$ cat config.mk
export PLATFORM = sky130hd
export DESIGN_NAME = cdir_queue
export DESIGN_NICKNAME = d
export VERILOG_FILES = /design/src/design/cdir_pkg.sv /design/src/design/cdir_queue.sv
export SDC_FILE = /design/constraint.sdc
export NUM_CORES = 1
export LEC_CHECK = 0
export BUFFER_PORTS_ARGS = -buffer_cell sky130_fd_sc_hd__buf_2
export CAP_MARGIN = 30
export CORE_AREA = 3 3 70 72
export CTS_BUF_LIST = sky130_fd_sc_hd__clkbuf_16
export DETAILED_ROUTE_END_ITERATION = 8
export DIE_AREA = 0 0 73 75
export PLACE_DENSITY = 0.76
export SETUP_SLACK_MARGIN = 0.5
export SLEW_MARGIN = 15
export SYNTH_ARGS = -nofsm -noshare
export SYNTH_HDL_FRONTEND = slang
export SYNTH_SLANG_ARGS = --single-unit
$ cat constraint.sdc
create_clock -name clock -period 1.9 [get_ports clock]
set_clock_uncertainty 0.05 [all_clocks]
set_input_delay 0.57 -clock clock [delete_from_list [all_inputs] [get_ports clock]]
set_output_delay 0.57 -clock clock [all_outputs]
set_load 0.05 [all_outputs]
$ cat src/design/cdir_pkg.sv
package cdir_pkg;

   localparam int ADDR_W      = 32;
   localparam int WAY_OUT_W   = 2;
   localparam int CSR_INDEX_W = 1;
   localparam int CSR_DATA_W  = 1;
   localparam int QUEUE_DEPTH = 2;

   typedef enum logic {
      OP_READ  = 1'b0,
      OP_WRITE = 1'b1
   } opcode_type;

   localparam logic [CSR_INDEX_W-1:0] CSR_WRITE_BACK_MODE   = 1'd0;
   localparam logic [CSR_INDEX_W-1:0] CSR_ALLOCATE_ON_WRITE = 1'd1;

   typedef struct packed {
      logic write_back_mode;
      logic allocate_on_write;
   } cfg_type;

   typedef struct packed {
      logic                 hit;
      logic [WAY_OUT_W-1:0] way_used;
      logic                 fill_request;
      logic                 victim_writeback;
      logic [ADDR_W-1:0]    victim_address;
      logic                 write_through;
      logic                 write_around;
   } rsp_type;

endpackage

$ cat src/design/cdir_queue.sv
module cdir_queue #(
   parameter int WIDTH = 27
) (
   input  logic             clock,
   input  logic             reset,
   input  logic             push_valid,
   output logic             push_ready,
   input  logic [WIDTH-1:0] push_item,
   output logic             pop_valid,
   input  logic             pop_ready,
   output logic [WIDTH-1:0] pop_item
);

   localparam int DEPTH = cdir_pkg::QUEUE_DEPTH;
   localparam int PTR_W = (DEPTH > 1) ? $clog2(DEPTH) : 1;
   localparam int CNT_W = $clog2(DEPTH + 1);

   logic [WIDTH-1:0] entries_ff [DEPTH];
   logic [PTR_W-1:0] wr_ptr_ff, wr_ptr_in;
   logic [PTR_W-1:0] rd_ptr_ff, rd_ptr_in;
   logic [CNT_W-1:0] count_ff, count_in;
   logic             push;
   logic             pop;

   assign push_ready = count_ff != CNT_W'(DEPTH);
   assign pop_valid  = count_ff != '0;
   assign push       = push_valid && push_ready;
   assign pop        = pop_valid && pop_ready;
   assign pop_item   = entries_ff[rd_ptr_ff];

   always_comb begin
      wr_ptr_in = wr_ptr_ff;
      rd_ptr_in = rd_ptr_ff;
      count_in  = count_ff;
      if (push) begin
         wr_ptr_in = (wr_ptr_ff == PTR_W'(DEPTH - 1)) ? '0 : wr_ptr_ff + 1'b1;
      end
      if (pop) begin
         rd_ptr_in = (rd_ptr_ff == PTR_W'(DEPTH - 1)) ? '0 : rd_ptr_ff + 1'b1;
      end
      if (push && !pop) begin
         count_in = count_ff + 1'b1;
      end else if (pop && !push) begin
         count_in = count_ff - 1'b1;
      end
   end

   always_ff @(posedge clock) begin
      if (reset) begin
         wr_ptr_ff <= '0;
         rd_ptr_ff <= '0;
         count_ff  <= '0;
      end else begin
         wr_ptr_ff <= wr_ptr_in;
         rd_ptr_ff <= rd_ptr_in;
         count_ff  <= count_in;
      end
      if (push) begin
         entries_ff[wr_ptr_ff] <= push_item;
      end
   end

endmodule

== Yosys cells after proc, flatten, opt, wreduce, memory -nomap -nowiden ==
Memories as Yosys holds them, arrays and structs flattened. A register that Yosys moved wholly into a read port is not among the register bits.
Cells that the tools add are included.

* Register bits after elaboration: 4
* RAM bits: 54
* Output and inout port bits: 29
* Logic and storage cells: 25
* Memories: 1

* Add/subtract/negate cells: 4
* Equality and inequality tests: 1
* Multiplexer cells: 8
* Reductions and logical operators: 8

{| class="wikitable"
|+ Memory list
! name !! depth !! width !! read ports !! clocked after Yosys merged registers in !! wr ports !! line !! RTL
|-
| entries_ff || 2 || 27 || 1 || 1 || 1 || cdir_queue.sv:18 || <nowiki>logic [WIDTH-1:0] entries_ff [DEPTH];</nowiki>
|}

{| class="wikitable"
|+ Operator list
! kind !! count
|-
| 2-to-1 mux 1 bit || 6
|-
| logical AND 1 bit || 4
|-
| 2-to-1 mux 2 bit || 2
|-
| nonzero test 2 bit || 2
|-
| adder 1 bit (second input constant) || 2
|-
| adder 2 x 1 -> 2 bit (second input constant) || 1
|-
| zero test 1 bit || 2
|-
| inequality test 2 bit (second input constant) || 1
|-
| subtractor 2 x 1 -> 2 bit (second input constant) || 1
|}

== Longest topological paths before layout ==
Gate-level depths: netlist of run 1.

* Word-level depth: 6
* Mapped depth: 6

== Worst setup path after synthesis of run 1 ==
No wires, ideal clock.

* Path type: register to register
* Start: register count_ff[0]
* End: memory entries_ff[1][0], enable pin
* Data arrival time: 1.699 ns
* Data required time: 1.464 ns
* Setup slack: -0.235 ns
* Stages on the path, launching flop included: 3
* Path buffers: 0
* Clock period less this slack: 2.135 ns
* Cells stage by stage: dfxtp_1 nand2b_1 and3_1

* Cells in the longest elaborated chain, start to end: 4

{| class="wikitable"
|+ RTL lines
! element !! line !! RTL
|-
| start: declaration || cdir_queue.sv:21 || <nowiki>logic [CNT_W-1:0] count_ff, count_in;</nowiki>
|-
| start signal: assignment || cdir_queue.sv:56 || <nowiki>count_ff <= count_in;</nowiki>
|-
| inequality test 2 bit || cdir_queue.sv:25 || <nowiki>assign push_ready = count_ff != CNT_W'(DEPTH);</nowiki>
|-
| named net push_ready || cdir_queue.sv:7 || <nowiki>output logic push_ready,</nowiki>
|-
| logical AND 1 bit || cdir_queue.sv:27 || <nowiki>assign push = push_valid && push_ready;</nowiki>
|-
| 2-to-1 mux 1 bit || cdir_queue.sv:58 || <nowiki>if (push) begin</nowiki>
|-
| 2-to-1 mux 1 bit (implied by the code) || cdir_queue.sv:59 || <nowiki>entries_ff[wr_ptr_ff] <= push_item;</nowiki>
|-
| end: declaration || cdir_queue.sv:18 ||
|}

The timed path passes the listed nets, and every way through them passes these cells.

==> results of run 1 <==
==> metrics by stage <==
stage               power (W)  cells  worst slack (ns)
floorplan             0.00312    108             0.312
global placement      0.00342    219             0.203
detailed placement    0.00347    219             0.172
CTS                   0.00546    241            -0.103
global route          0.00586    247            -0.146
finish                0.00567    247            -0.121
==> synth_stat cells <==
master	n	share of area [%]
dfxtp_1	5	4.6
or3_1	1	0.29
buf_2	1	0.23
a21oi_1	2	0.46
inv_1	1	0.17
edfxtp_1	54	75
mux2_2	27	14
nand3b_1	1	0.35
and3_1	1	0.29
or2_2	1	0.29
and2_1	1	0.29
xor2_1	3	1.2
nor2_1	3	0.52
a21bo_2	1	0.46
nand2b_1	1	0.29
ha_1	1	0.58
buf_4	2	0.69
o21ai_0	2	0.46
==> area by class of cell <==
type / instances / area share [%]
Clock buffer: 9 / 6.66
Tap cell: 52 / 1.93
Multi-Input combinational cell: 48 / 17.8
Timing Repair Buffer: 71 / 20.0
Clock inverter: 7 / 2.04
Inverter: 1 / 0.222
Sequential cell: 59 / 51.3
==> flip-flops by register name, summed over array words and instances (netlist names), named ones only <==
| name | cells |
|---|---|
| rd_ptr_ff | 1 |
| wr_ptr_ff | 1 |
| entries_ff | 54 |
| count_ff | 2 |
==> metal layers <==
layer	wire (µm)	global-route usage (%)	part of all wire [%]	vias to the layer above
met5	0	0	0	-
met4	94	7.38	1.9	0
met3	298	8.95	6.1	12
met2	2600	27.0	53	44
met1	1860	17.5	38	623
li1	-	-	-	587
==> worst max-delay path: stages, from the launching register on <==
cell	delay [ns]
dfxtp_4	0.42
clkbuf_16	0.18
mux2_4	0.31
buf_6	0.16
==> layout by cell type, fill, tap and decap left out <==
| cell type | count |
|---|---|
| or3_1 | 1 |
| dfxtp_4 | 3 |
| buf_12 | 3 |
| mux2_4 | 27 |
| clkbuf_16 | 11 |
| clkinv_1 | 1 |
| xor2_2 | 1 |
| edfxtp_1 | 54 |
| buf_8 | 8 |
| bufinv_16 | 1 |
| buf_4 | 5 |
| ha_4 | 1 |
| a21oi_2 | 1 |
| nand2b_4 | 1 |
| o21ai_4 | 1 |
| clkinvlp_4 | 5 |
| dfxtp_1 | 2 |
| xor2_1 | 2 |
| and3_2 | 2 |
| buf_6 | 23 |
| a21oi_1 | 1 |
| and2_4 | 1 |
| and3_4 | 2 |
| clkinv_2 | 1 |
| or2_4 | 1 |
| nor2_1 | 3 |
| nand3b_1 | 1 |
| a21bo_2 | 1 |
| buf_2 | 30 |
| o21ai_0 | 1 |
==> final timing paths <==
path                      start                 to  cells past startpoint
setup reg to reg    count_ff[0]        count_ff[1]                      6
hold / removal    push_item[20]  entries_ff[0][20]                      1
hold reg to reg       rd_ptr_ff          flip-flop                      2
setup / recovery      flip-flop       pop_item[17]                      3
==> what timing repair did <==
action / 4_1_cts / 5_1_grt
gates resized for setup: 70 / 15
setup buffers: 6 / 1
pin swaps: 3 / 0
gates cloned: 0 / 5
endpoints found under the setup margin: 47 / 57
==> cells by family after synthesis <==
family / after synthesis / share of synthesized area [%]
DFF: 59 / 79.4
xor gates and xnor gates: 3 / 1.21
adders and majority gates: 1 / 0.577
and+or+nand+nor: 9 / 2.31
AOI/OAI and AO/OA: 5 / 1.38
muxes: 27 / 14.0
buffers and inverters: 4 / 1.10
==> power by group through the flow <==
stage	sequential (W)	combinational [W]	clock [W]
4_1_cts	0.00172	0.00216	0.00158
2_1_floorplan	0.00171	0.00141	0
3_5_place_dp	0.00174	0.00173	0
3_3_place_gp	0.00172	0.00169	0
6_report	0.00174	0.00236	0.00157
5_1_grt	0.00176	0.00245	0.00165
==> reports/qor.yml, run 1 <==
detailed_routing:
  wl_per_cell_um: 19.7
  routed_wl_um: 4850
  vias_per_cell: 5.13
  drc: 0
  first_pass_iters: 4
  ant_nets: 0
  drtIter0Drc: 84
  vias: 1266
placed_design:
  placed_area_mm2: 0.00268
  dp_hpwl_um: 2700
  io_buffers: 59
  routabilityCongestion: 0.695
floorplan:
  die_area_mm2: 0.00548
  initial_core_util_pct: 49.8
  die-width_um: 73
  rows: 24
  io_pins: 60
  core_mm2: 0.00435
  die_h_um: 75
pwr:
  clockPowerShare_pct: 27.7
  p_sw_w: 0.00194
  power_density_mw_per_mm2: 1680
  switching_share_pct: 34.2
  internal_power_w: 0.00374
  pwr-share-comb_pct: 41.6
  pwr-share-seq_pct: 30.7
  peakVddDrop_mv: 1.03
  p_leak_nw: 1.34
global_route:
  antenna_found_initial: 0
  grt_start_max_net_pins: 28
  grt_pass1_wl_um: 6100
  grt_pass1_vias: 1262
  grt_overflow_total: 0
  grt_use_total_pct: 16.4
sta:
  hold_viol: 0
  period_share_pct: 106
  period_needed_ns: 2.02
  drv_slew: 0
  slew_headroom_pct: 80.9
  final-setup-viol-count: 27
  worst_pin_slew_ns: 0.284
  rsz0062_at_grt: "true"
  fin_hold_ws_ns: 0.383
  postLayoutSetupSlackWorst_ns: -0.121
  finalSetupTns_ns: -2.39
  max_freq_mhz: 495
cells_and_area:
  ff_latch_area_mm2: 0.00173
  diodes: 0
  multi_input_area_um2: 603
  final_area_mm2: 0.00338
  final_nets: 222
  final_core_util_pct: 77.6
  area_growth_syn_to_layout_pct: 55.9
  fillers: 232
  drive_gt1_share_pct: 66.2
outcome:
  violations: "negative setup slack"
  status: "finished, violations left"
worst_setup_path:
  setup.worst_path.start_class: "flip-flop"
  end_kind: "output pin"
  worst-setup-path-type: "reg -> out"
  worstPathMaxFanout: 7
  crit_arrival_ns: 1.40
  r2r_slack_ns: 0.32
  cp_data_required_time_ns: 1.28
flow_run:
  cap_violations: 0
clocking:
  clock_sinks: 59
  hold_buffers: 0
  clk_pin_slew_worst_paths_ns: 0.05
  clockRootBuffer: "clkbuf_16"
  clock_latency_ns: 0.32
  cts_buffer_depth: 2
  numCtsBuffers: 9
  cts_tree: "yes"
  h-tree-depth: 3
logic_synthesis:
  ys_types: 18
  syn_avg_cell_area_um2: 20.1
  synth_seq_cells: 59
  ys_warn_count: 0
  synth_fp_nets: 140
  synthesis.area_mm2: 0.00217
  ys_seq_area_share_pct: 79.4
  synth_cells: 108
worst_hold_path:
  hp-class: "in -> reg"
No activity file was read; power rests on OpenSTA's default activity.
==> run 2, diff against run 1 <==
CORE_AREA = 3 3 67 69   (was 3 3 70 72)
DIE_AREA = 0 0 70 72   (was 0 0 73 75)
PLACE_DENSITY = 0.82   (was 0.76)
clock period = 2.35 ns   (was 1.9 ns; I/O delays follow)
==> run 2 against run 1 <==
Against the previous run: the run now ends clean; sequential cell count unchanged; routed wire length increased by 7.5%; sequential share of layout area increased by 1.1 points; clock-buffer cell count unchanged; critical path depth did not move; combinational power fell by 22%; first-iteration DRC count down 14%; global-route usage grew 6.1 points; setup slack better by 0.35 ns; largest power group unchanged.
==> reports/qor.yml, run 2 (synthesis results as in run 1) <==
worst_setup_path:
  worstPathMaxFanout: 6  # -1
  crit_arrival_ns: 1.37  # -0.03 ns
  end_kind: "output pin"
  worst-setup-path-type: "reg -> out"
  cp_data_required_time_ns: 1.59  # +0.31 ns
  setup.worst_path.start_class: "flip-flop"
cells_and_area:
  drive_gt1_share_pct: 61.3  # -4.9 points
  area_growth_syn_to_layout_pct: 52.3
  diodes: 0  # unchanged
  reg_top3: "entries_ff x54, count_ff x2"
  layout_commonest_cell: "edfxtp_1"
  final_nets: 213  # -4.1%
  layout_common_cells: "edfxtp_1, buf_8, buf_2, mux2_4, clkbuf_16"
  largest_reg_flops: 54  # unchanged
  largest-register: "entries_ff"
  fillers: 195  # -16%
floorplan:
  die-width_um: 70  # -4.1%
  io_pins: 60  # unchanged
  die_area_mm2: 0.00504  # -7.9%
  rows: 23  # -4.2%
  die_h_um: 72  # -4.0%
  initial_core_util_pct: 54.6  # +4.8 points
  core_mm2: 0.00397  # -8.8%
clocking:
  clock_sinks: 59  # unchanged
  clockRootBuffer: "clkbuf_16"
  numCtsBuffers: 9  # unchanged
  cts_buffer_depth: 2  # unchanged
  post_cts_buffers: 0  # -6
  hold_buffers: 0  # unchanged
  h-tree-depth: 3  # unchanged
  cts_tree: "yes"
  clock_latency_ns: 0.32  # about the same
  clk_pin_slew_worst_paths_ns: 0.05  # about the same
pwr:
  clockPowerShare_pct: 29.5  # +1.8 points
  p_sw_w: 0.00154  # -20%
  p_leak_nw: 1.32  # -1.5%
  switching_share_pct: 33.5  # -0.65 points
  internal_power_w: 0.00306  # -18%
  peakVddDrop_mv: 0.949  # -8.0%
  pwr-share-seq_pct: 30.6  # about the same
  power_density_mw_per_mm2: 1390  # -17%
  pwr-share-comb_pct: 39.9  # -1.7 points
detailed_routing:
  wl_met2_um: 2740  # +5.4%
  wl_per_cell_um: 22.1  # +13%
  drc: 0  # unchanged
  wl_met1_um: 2030  # +8.6%
  vias_per_cell: 5.36  # +4.6%
  met3_length_um: 328  # +10%
  top_layer_used: "met4"
  first_pass_iters: 4  # unchanged
  ant_nets: 0  # unchanged
  vias: 1265  # -0.079%
  routed_wl_um: 5220  # +7.5%
  drtIter0Drc: 72  # -14%
sta:
  rsz0062_at_grt: "true"
  postLayoutSetupSlackWorst_ns: 0.225  # +0.346 ns
  slew_headroom_pct: 72.7  # -8.1 points
  period_needed_ns: 2.12
  finalSetupTns_ns: 0  # +2.39 ns
  max_freq_mhz: 471
  final-setup-viol-count: 0  # -100%
  hold_viol: 0  # unchanged
  period_share_pct: 90.4
  worst_pin_slew_ns: 0.409  # +0.125 ns
  drv_slew: 0  # unchanged
global_route:
  grt_use_total_pct: 22.5  # +6.1 points
  grt_pass1_vias: 1414  # +12%
  grt_overflow_total: 0  # unchanged
  antenna_found_initial: 0  # unchanged
  grt_pass1_wl_um: 7980  # +31%
  grt_start_max_net_pins: 28  # unchanged
placed_design:
  pre_cts_slack_ns: 0.301  # +0.129 ns
  io_buffers: 59  # unchanged
  routabilityCongestion: 0.756  # +8.7%
  dp_hpwl_um: 2490  # -7.9%
flow_run:
  cap_violations: 0  # unchanged
outcome:
  status: "finished, final reports clean"
worst_hold_path:
  hp-class: "reg -> reg"
-- run 2: path summary, 6_finish.rpt --
path / slack [ns] / depth (start not counted) / end / start
worst max-delay path: 0.23 / 3 / pop_item[19] / flip-flop
worst min-delay path: 0.47 / 2 / count_ff[1] / count_ff[1]
worst max register to register: 0.63 / 5 / count_ff[1] / count_ff[0]
worst min register to register: 0.47 / 2 / count_ff[1] / count_ff[1]
-- run 2: worst max-delay path, stage by stage, from the launching register on --
cell	delay, ns
dfxtp_4	0.40
buf_6	0.17
mux2_4	0.33
buf_8	0.15
-- run 2: final cells by class --
| type | instances | area [µm²] | area share [%] |
|---|---|---|---|
| timing repair inverter | 1 | 7.51 | 0.227 |
| clock inverter | 7 | 82.6 | 2.50 |
| timing repair buffer | 64 | 658 | 19.9 |
| tap | 50 | 62.6 | 1.89 |
| inverter | 1 | 7.51 | 0.227 |
| multi-input combinational | 45 | 531 | 16.1 |
| sequential | 59 | 1730 | 52.3 |
| clock buffer | 9 | 225 | 6.82 |
-- run 2: what timing repair did --
item,in CTS,in global routing
gates cloned,2,1
gates resized for setup,126,2
endpoints found under the hold margin,0,0
setup endpoints to repair,29,55
pin swaps,0,0
-- run 2: layer usage --
layer	up-vias	GRT usage (%)
met2	61	38.6
met1	625	25.7
met4	0	9.57
met5	-	0
li1	566	-
met3	13	8.17
-- run 2: power by group through the flow --
| stage | sequential (W) | clock [W] | combinational, W |
|---|---|---|---|
| floorplan | 0.00137 | 0 | 0.000995 |
| global placement | 0.00138 | 0 | 0.00122 |
| detailed placement | 0.00139 | 0 | 0.00125 |
| CTS | 0.00140 | 0.00136 | 0.00180 |
| global route | 0.00142 | 0.00142 | 0.00191 |
| finish | 0.00141 | 0.00136 | 0.00184 |
-- run 2: stage by stage --
stage	area, µm²	cells	hold slack, ns	utilization, %	power, W
3_5_place_dp	2550	217	0.458	64.2	0.00264
5_1_grt	3300	236	0.509	83.1	0.00476
3_3_place_gp	2550	217	0.437	64.2	0.00260
6_report	3300	236	0.472	83.1	0.00460
4_1_cts	3290	235	0.471	82.9	0.00456
2_1_floorplan	2180	108	0.422	-	0.00237
==> run 3, diff against run 2 <==
ABC_CLOCK_PERIOD_IN_PS = 2350   (was not set)
CORE_AREA = 3 3 83 85   (was 3 3 67 69)
DIE_AREA = 0 0 86 88   (was 0 0 70 72)
PLACE_DENSITY = not set   (was 0.82)
==> run 3 against run 2 <==
Against the previous run: critical path depth is the same; utilization shrank 30 points; clock-buffer cell count is the same; highest routed layer unchanged.
==> reports/qor.yml, run 3 (synthesis results as in run 1) <==
flow_run:
  cap_violations: 0  # unchanged
floorplan:
  initial_core_util_pct: 34.5  # -20 points
  core_mm2: 0.00628  # +58%
  die_area_mm2: 0.00757  # +50%
  io_pins: 60  # unchanged
  rows: 29  # +26%
  die-width_um: 86  # +23%
  die_h_um: 88  # +22%
detailed_routing:
  vias: 1223  # -3.3%
  first_pass_iters: 4  # unchanged
  routed_wl_um: 4380  # -16%
  ant_nets: 0  # unchanged
  vias_per_cell: 4.60  # -14%
  drtIter0Drc: 48  # -33%
  drc: 0  # unchanged
  wl_per_cell_um: 16.5  # -26%
worst_setup_path:
  path_buf_inv: 2  # unchanged
  cp_cell_sequence: "clkbuf_16 > mux2_4 > buf_8"
  worstPathMaxFanout: 6  # unchanged
  crit_slowest_cell: "dfxtp_4"
  worst-setup-path-type: "reg -> out"
  setup.worst_path.start_class: "flip-flop"
  end_kind: "output pin"
  slowest_delay_ns: 0.43  # +0.03 ns
  cp_data_required_time_ns: 1.59  # about the same
  crit_family: "flip-flops"
  crit_arrival_ns: 1.40  # +0.03 ns
global_route:
  antenna_found_initial: 0  # unchanged
  grt_pass1_vias: 1291  # -8.7%
  grt_use_total_pct: 11.7  # -11 points
  grtUsageMet3_pct: 4.99  # -3.2 points
  grt_use_met1_pct: 11.4  # -14 points
  grt_busiest_layer: "met2"
  grt_pass1_wl_um: 6140  # -23%
  grtUsageMet2_pct: 19.6  # -19 points
  grt_overflow_total: 0  # unchanged
  grt_start_max_net_pins: 28  # unchanged
clocking:
  h-tree-depth: 3  # unchanged
  cts_tree: "yes"
  clock_sinks: 59  # unchanged
  clock_latency_ns: 0.32  # about the same
  cts_buffer_depth: 2  # unchanged
  clk_pin_slew_worst_paths_ns: 0.05  # about the same
  numCtsBuffers: 9  # unchanged
  clockRootBuffer: "clkbuf_16"
sta:
  drv_slew: 0  # unchanged
  rsz0062_at_grt: "true"
  worst_pin_slew_ns: 0.338  # -0.0707 ns
  period_share_pct: 91.9  # +1.5 points
  slew_headroom_pct: 77.4  # +4.7 points
  hold_viol: 0  # unchanged
  finalSetupTns_ns: 0  # unchanged
  postLayoutSetupSlackWorst_ns: 0.190  # -0.0347 ns
  max_freq_mhz: 463  # -1.6%
  final-setup-viol-count: 0  # unchanged
  period_needed_ns: 2.16  # +0.0347 ns
cells_and_area:
  drive_gt1_share_pct: 61.4  # +0.085 points
  diodes: 0  # unchanged
  layout_common_cells: "edfxtp_1, buf_2, mux2_4, buf_8, buf_6"
  largest_reg_flops: 54  # unchanged
  reg_top3: "entries_ff x54, count_ff x2"
  area_growth_syn_to_layout_pct: 52.9
  largest-register: "entries_ff"
  final_core_util_pct: 52.8  # -30 points
  layout_commonest_cell: "edfxtp_1"
  final_nets: 216  # +1.4%
  final_cells: 266  # +13%
pwr:
  pwr-share-comb_pct: 41.0  # +1.1 points
  peakVddDrop_mv: 0.666  # -30%
  power_density_mw_per_mm2: 1340  # -3.9%
  switching_share_pct: 33.3  # -0.16 points
  p_leak_nw: 1.30  # -1.3%
  clockPowerShare_pct: 27.4  # -2.1 points
  pwr-share-seq_pct: 31.6  # +1.0 points
  p_sw_w: 0.00148  # -4.0%
  internal_power_w: 0.00296  # -3.3%
placed_design:
  dp_hpwl_um: 2620  # +5.4%
  pre_cts_slack_ns: 0.266  # -0.0353 ns
  dp_cells: 244  # +12%
  routabilityCongestion: 0.688  # -9.0%
  io_buffers: 59  # unchanged
worst_hold_path:
  hp-class: "reg -> reg"
outcome:
  status: "finished, final reports clean"
run 3: changes by cell type in the layout (fill, tap and decap cells not counted), sizes merged:
cell,before,now
clkinvlp,2,4
bufinv,2,1
inv,0,2
buf,64,66
clkinv,5,2
clkbuf,9,10
run 3: final cells by class:
| cell class | instances | area [µm²] |
|---|---|---|
| well taps | 77 | 96.3 |
| flip-flops and latches | 59 | 1730 |
| inverters | 1 | 7.51 |
| clock buffers | 9 | 225 |
| repair inverters | 1 | 7.51 |
| repair buffers | 67 | 676 |
| multi-input cells | 45 | 512 |
| fillers | 508 | 2960 |
| clock inverters | 7 | 61.3 |
run 3: path summary, 6_finish.rpt:
kind              slack (ns)   startpoint           to  cells past startpoint
hold / removal          0.46    rd_ptr_ff    rd_ptr_ff                      2
hold reg to reg         0.46    rd_ptr_ff    rd_ptr_ff                      2
setup / recovery        0.19    flip-flop  pop_item[8]                      3
setup reg to reg        0.63  count_ff[0]  count_ff[1]                      5
run 3: through the flow:
stage          hold WS (ns)  cell area, µm²  total power, W
2_1_floorplan         0.422            2180         0.00237
3_3_place_gp          0.437            2580         0.00261
3_5_place_dp          0.452            2580         0.00264
4_1_cts               0.465            3170         0.00429
5_1_grt               0.510            3320         0.00462
6_report              0.460            3320         0.00444
run 3: power by group through the flow:
| stage | clock network, W | logic, W | registers (W) |
|---|---|---|---|
| after CTS | 0.00125 | 0.00165 | 0.00139 |
| after detailed placement | 0 | 0.00125 | 0.00139 |
| after global routing | 0.00131 | 0.00190 | 0.00141 |
| final | 0.00122 | 0.00182 | 0.00140 |
| after global placement | 0 | 0.00124 | 0.00138 |
| after floorplan | 0 | 0.000995 | 0.00137 |
run 3: repair_timing:
item,CTS,global route
setup endpoints to repair,31,54
setup buffers,3,0
cloned,1,2
hold endpoints to repair,0,0
gates resized for setup,80,31
hold buffers,0,0
run 3: worst reg2reg max path, stage by stage (launching register included):
cell,delay [ns]
dfxtp_4,0.34
buf_4,0.14
o21ai_0,0.27
ha_1,0.33
or3_1,0.36
a21oi_1,0.15
run 3: routing by layer:
layer / share of wire, % / routed length [µm]
met1: 36 / 1570
met2: 54 / 2380
met4: 2.9 / 125
met5: 0 / 0
met3: 6.7 / 294
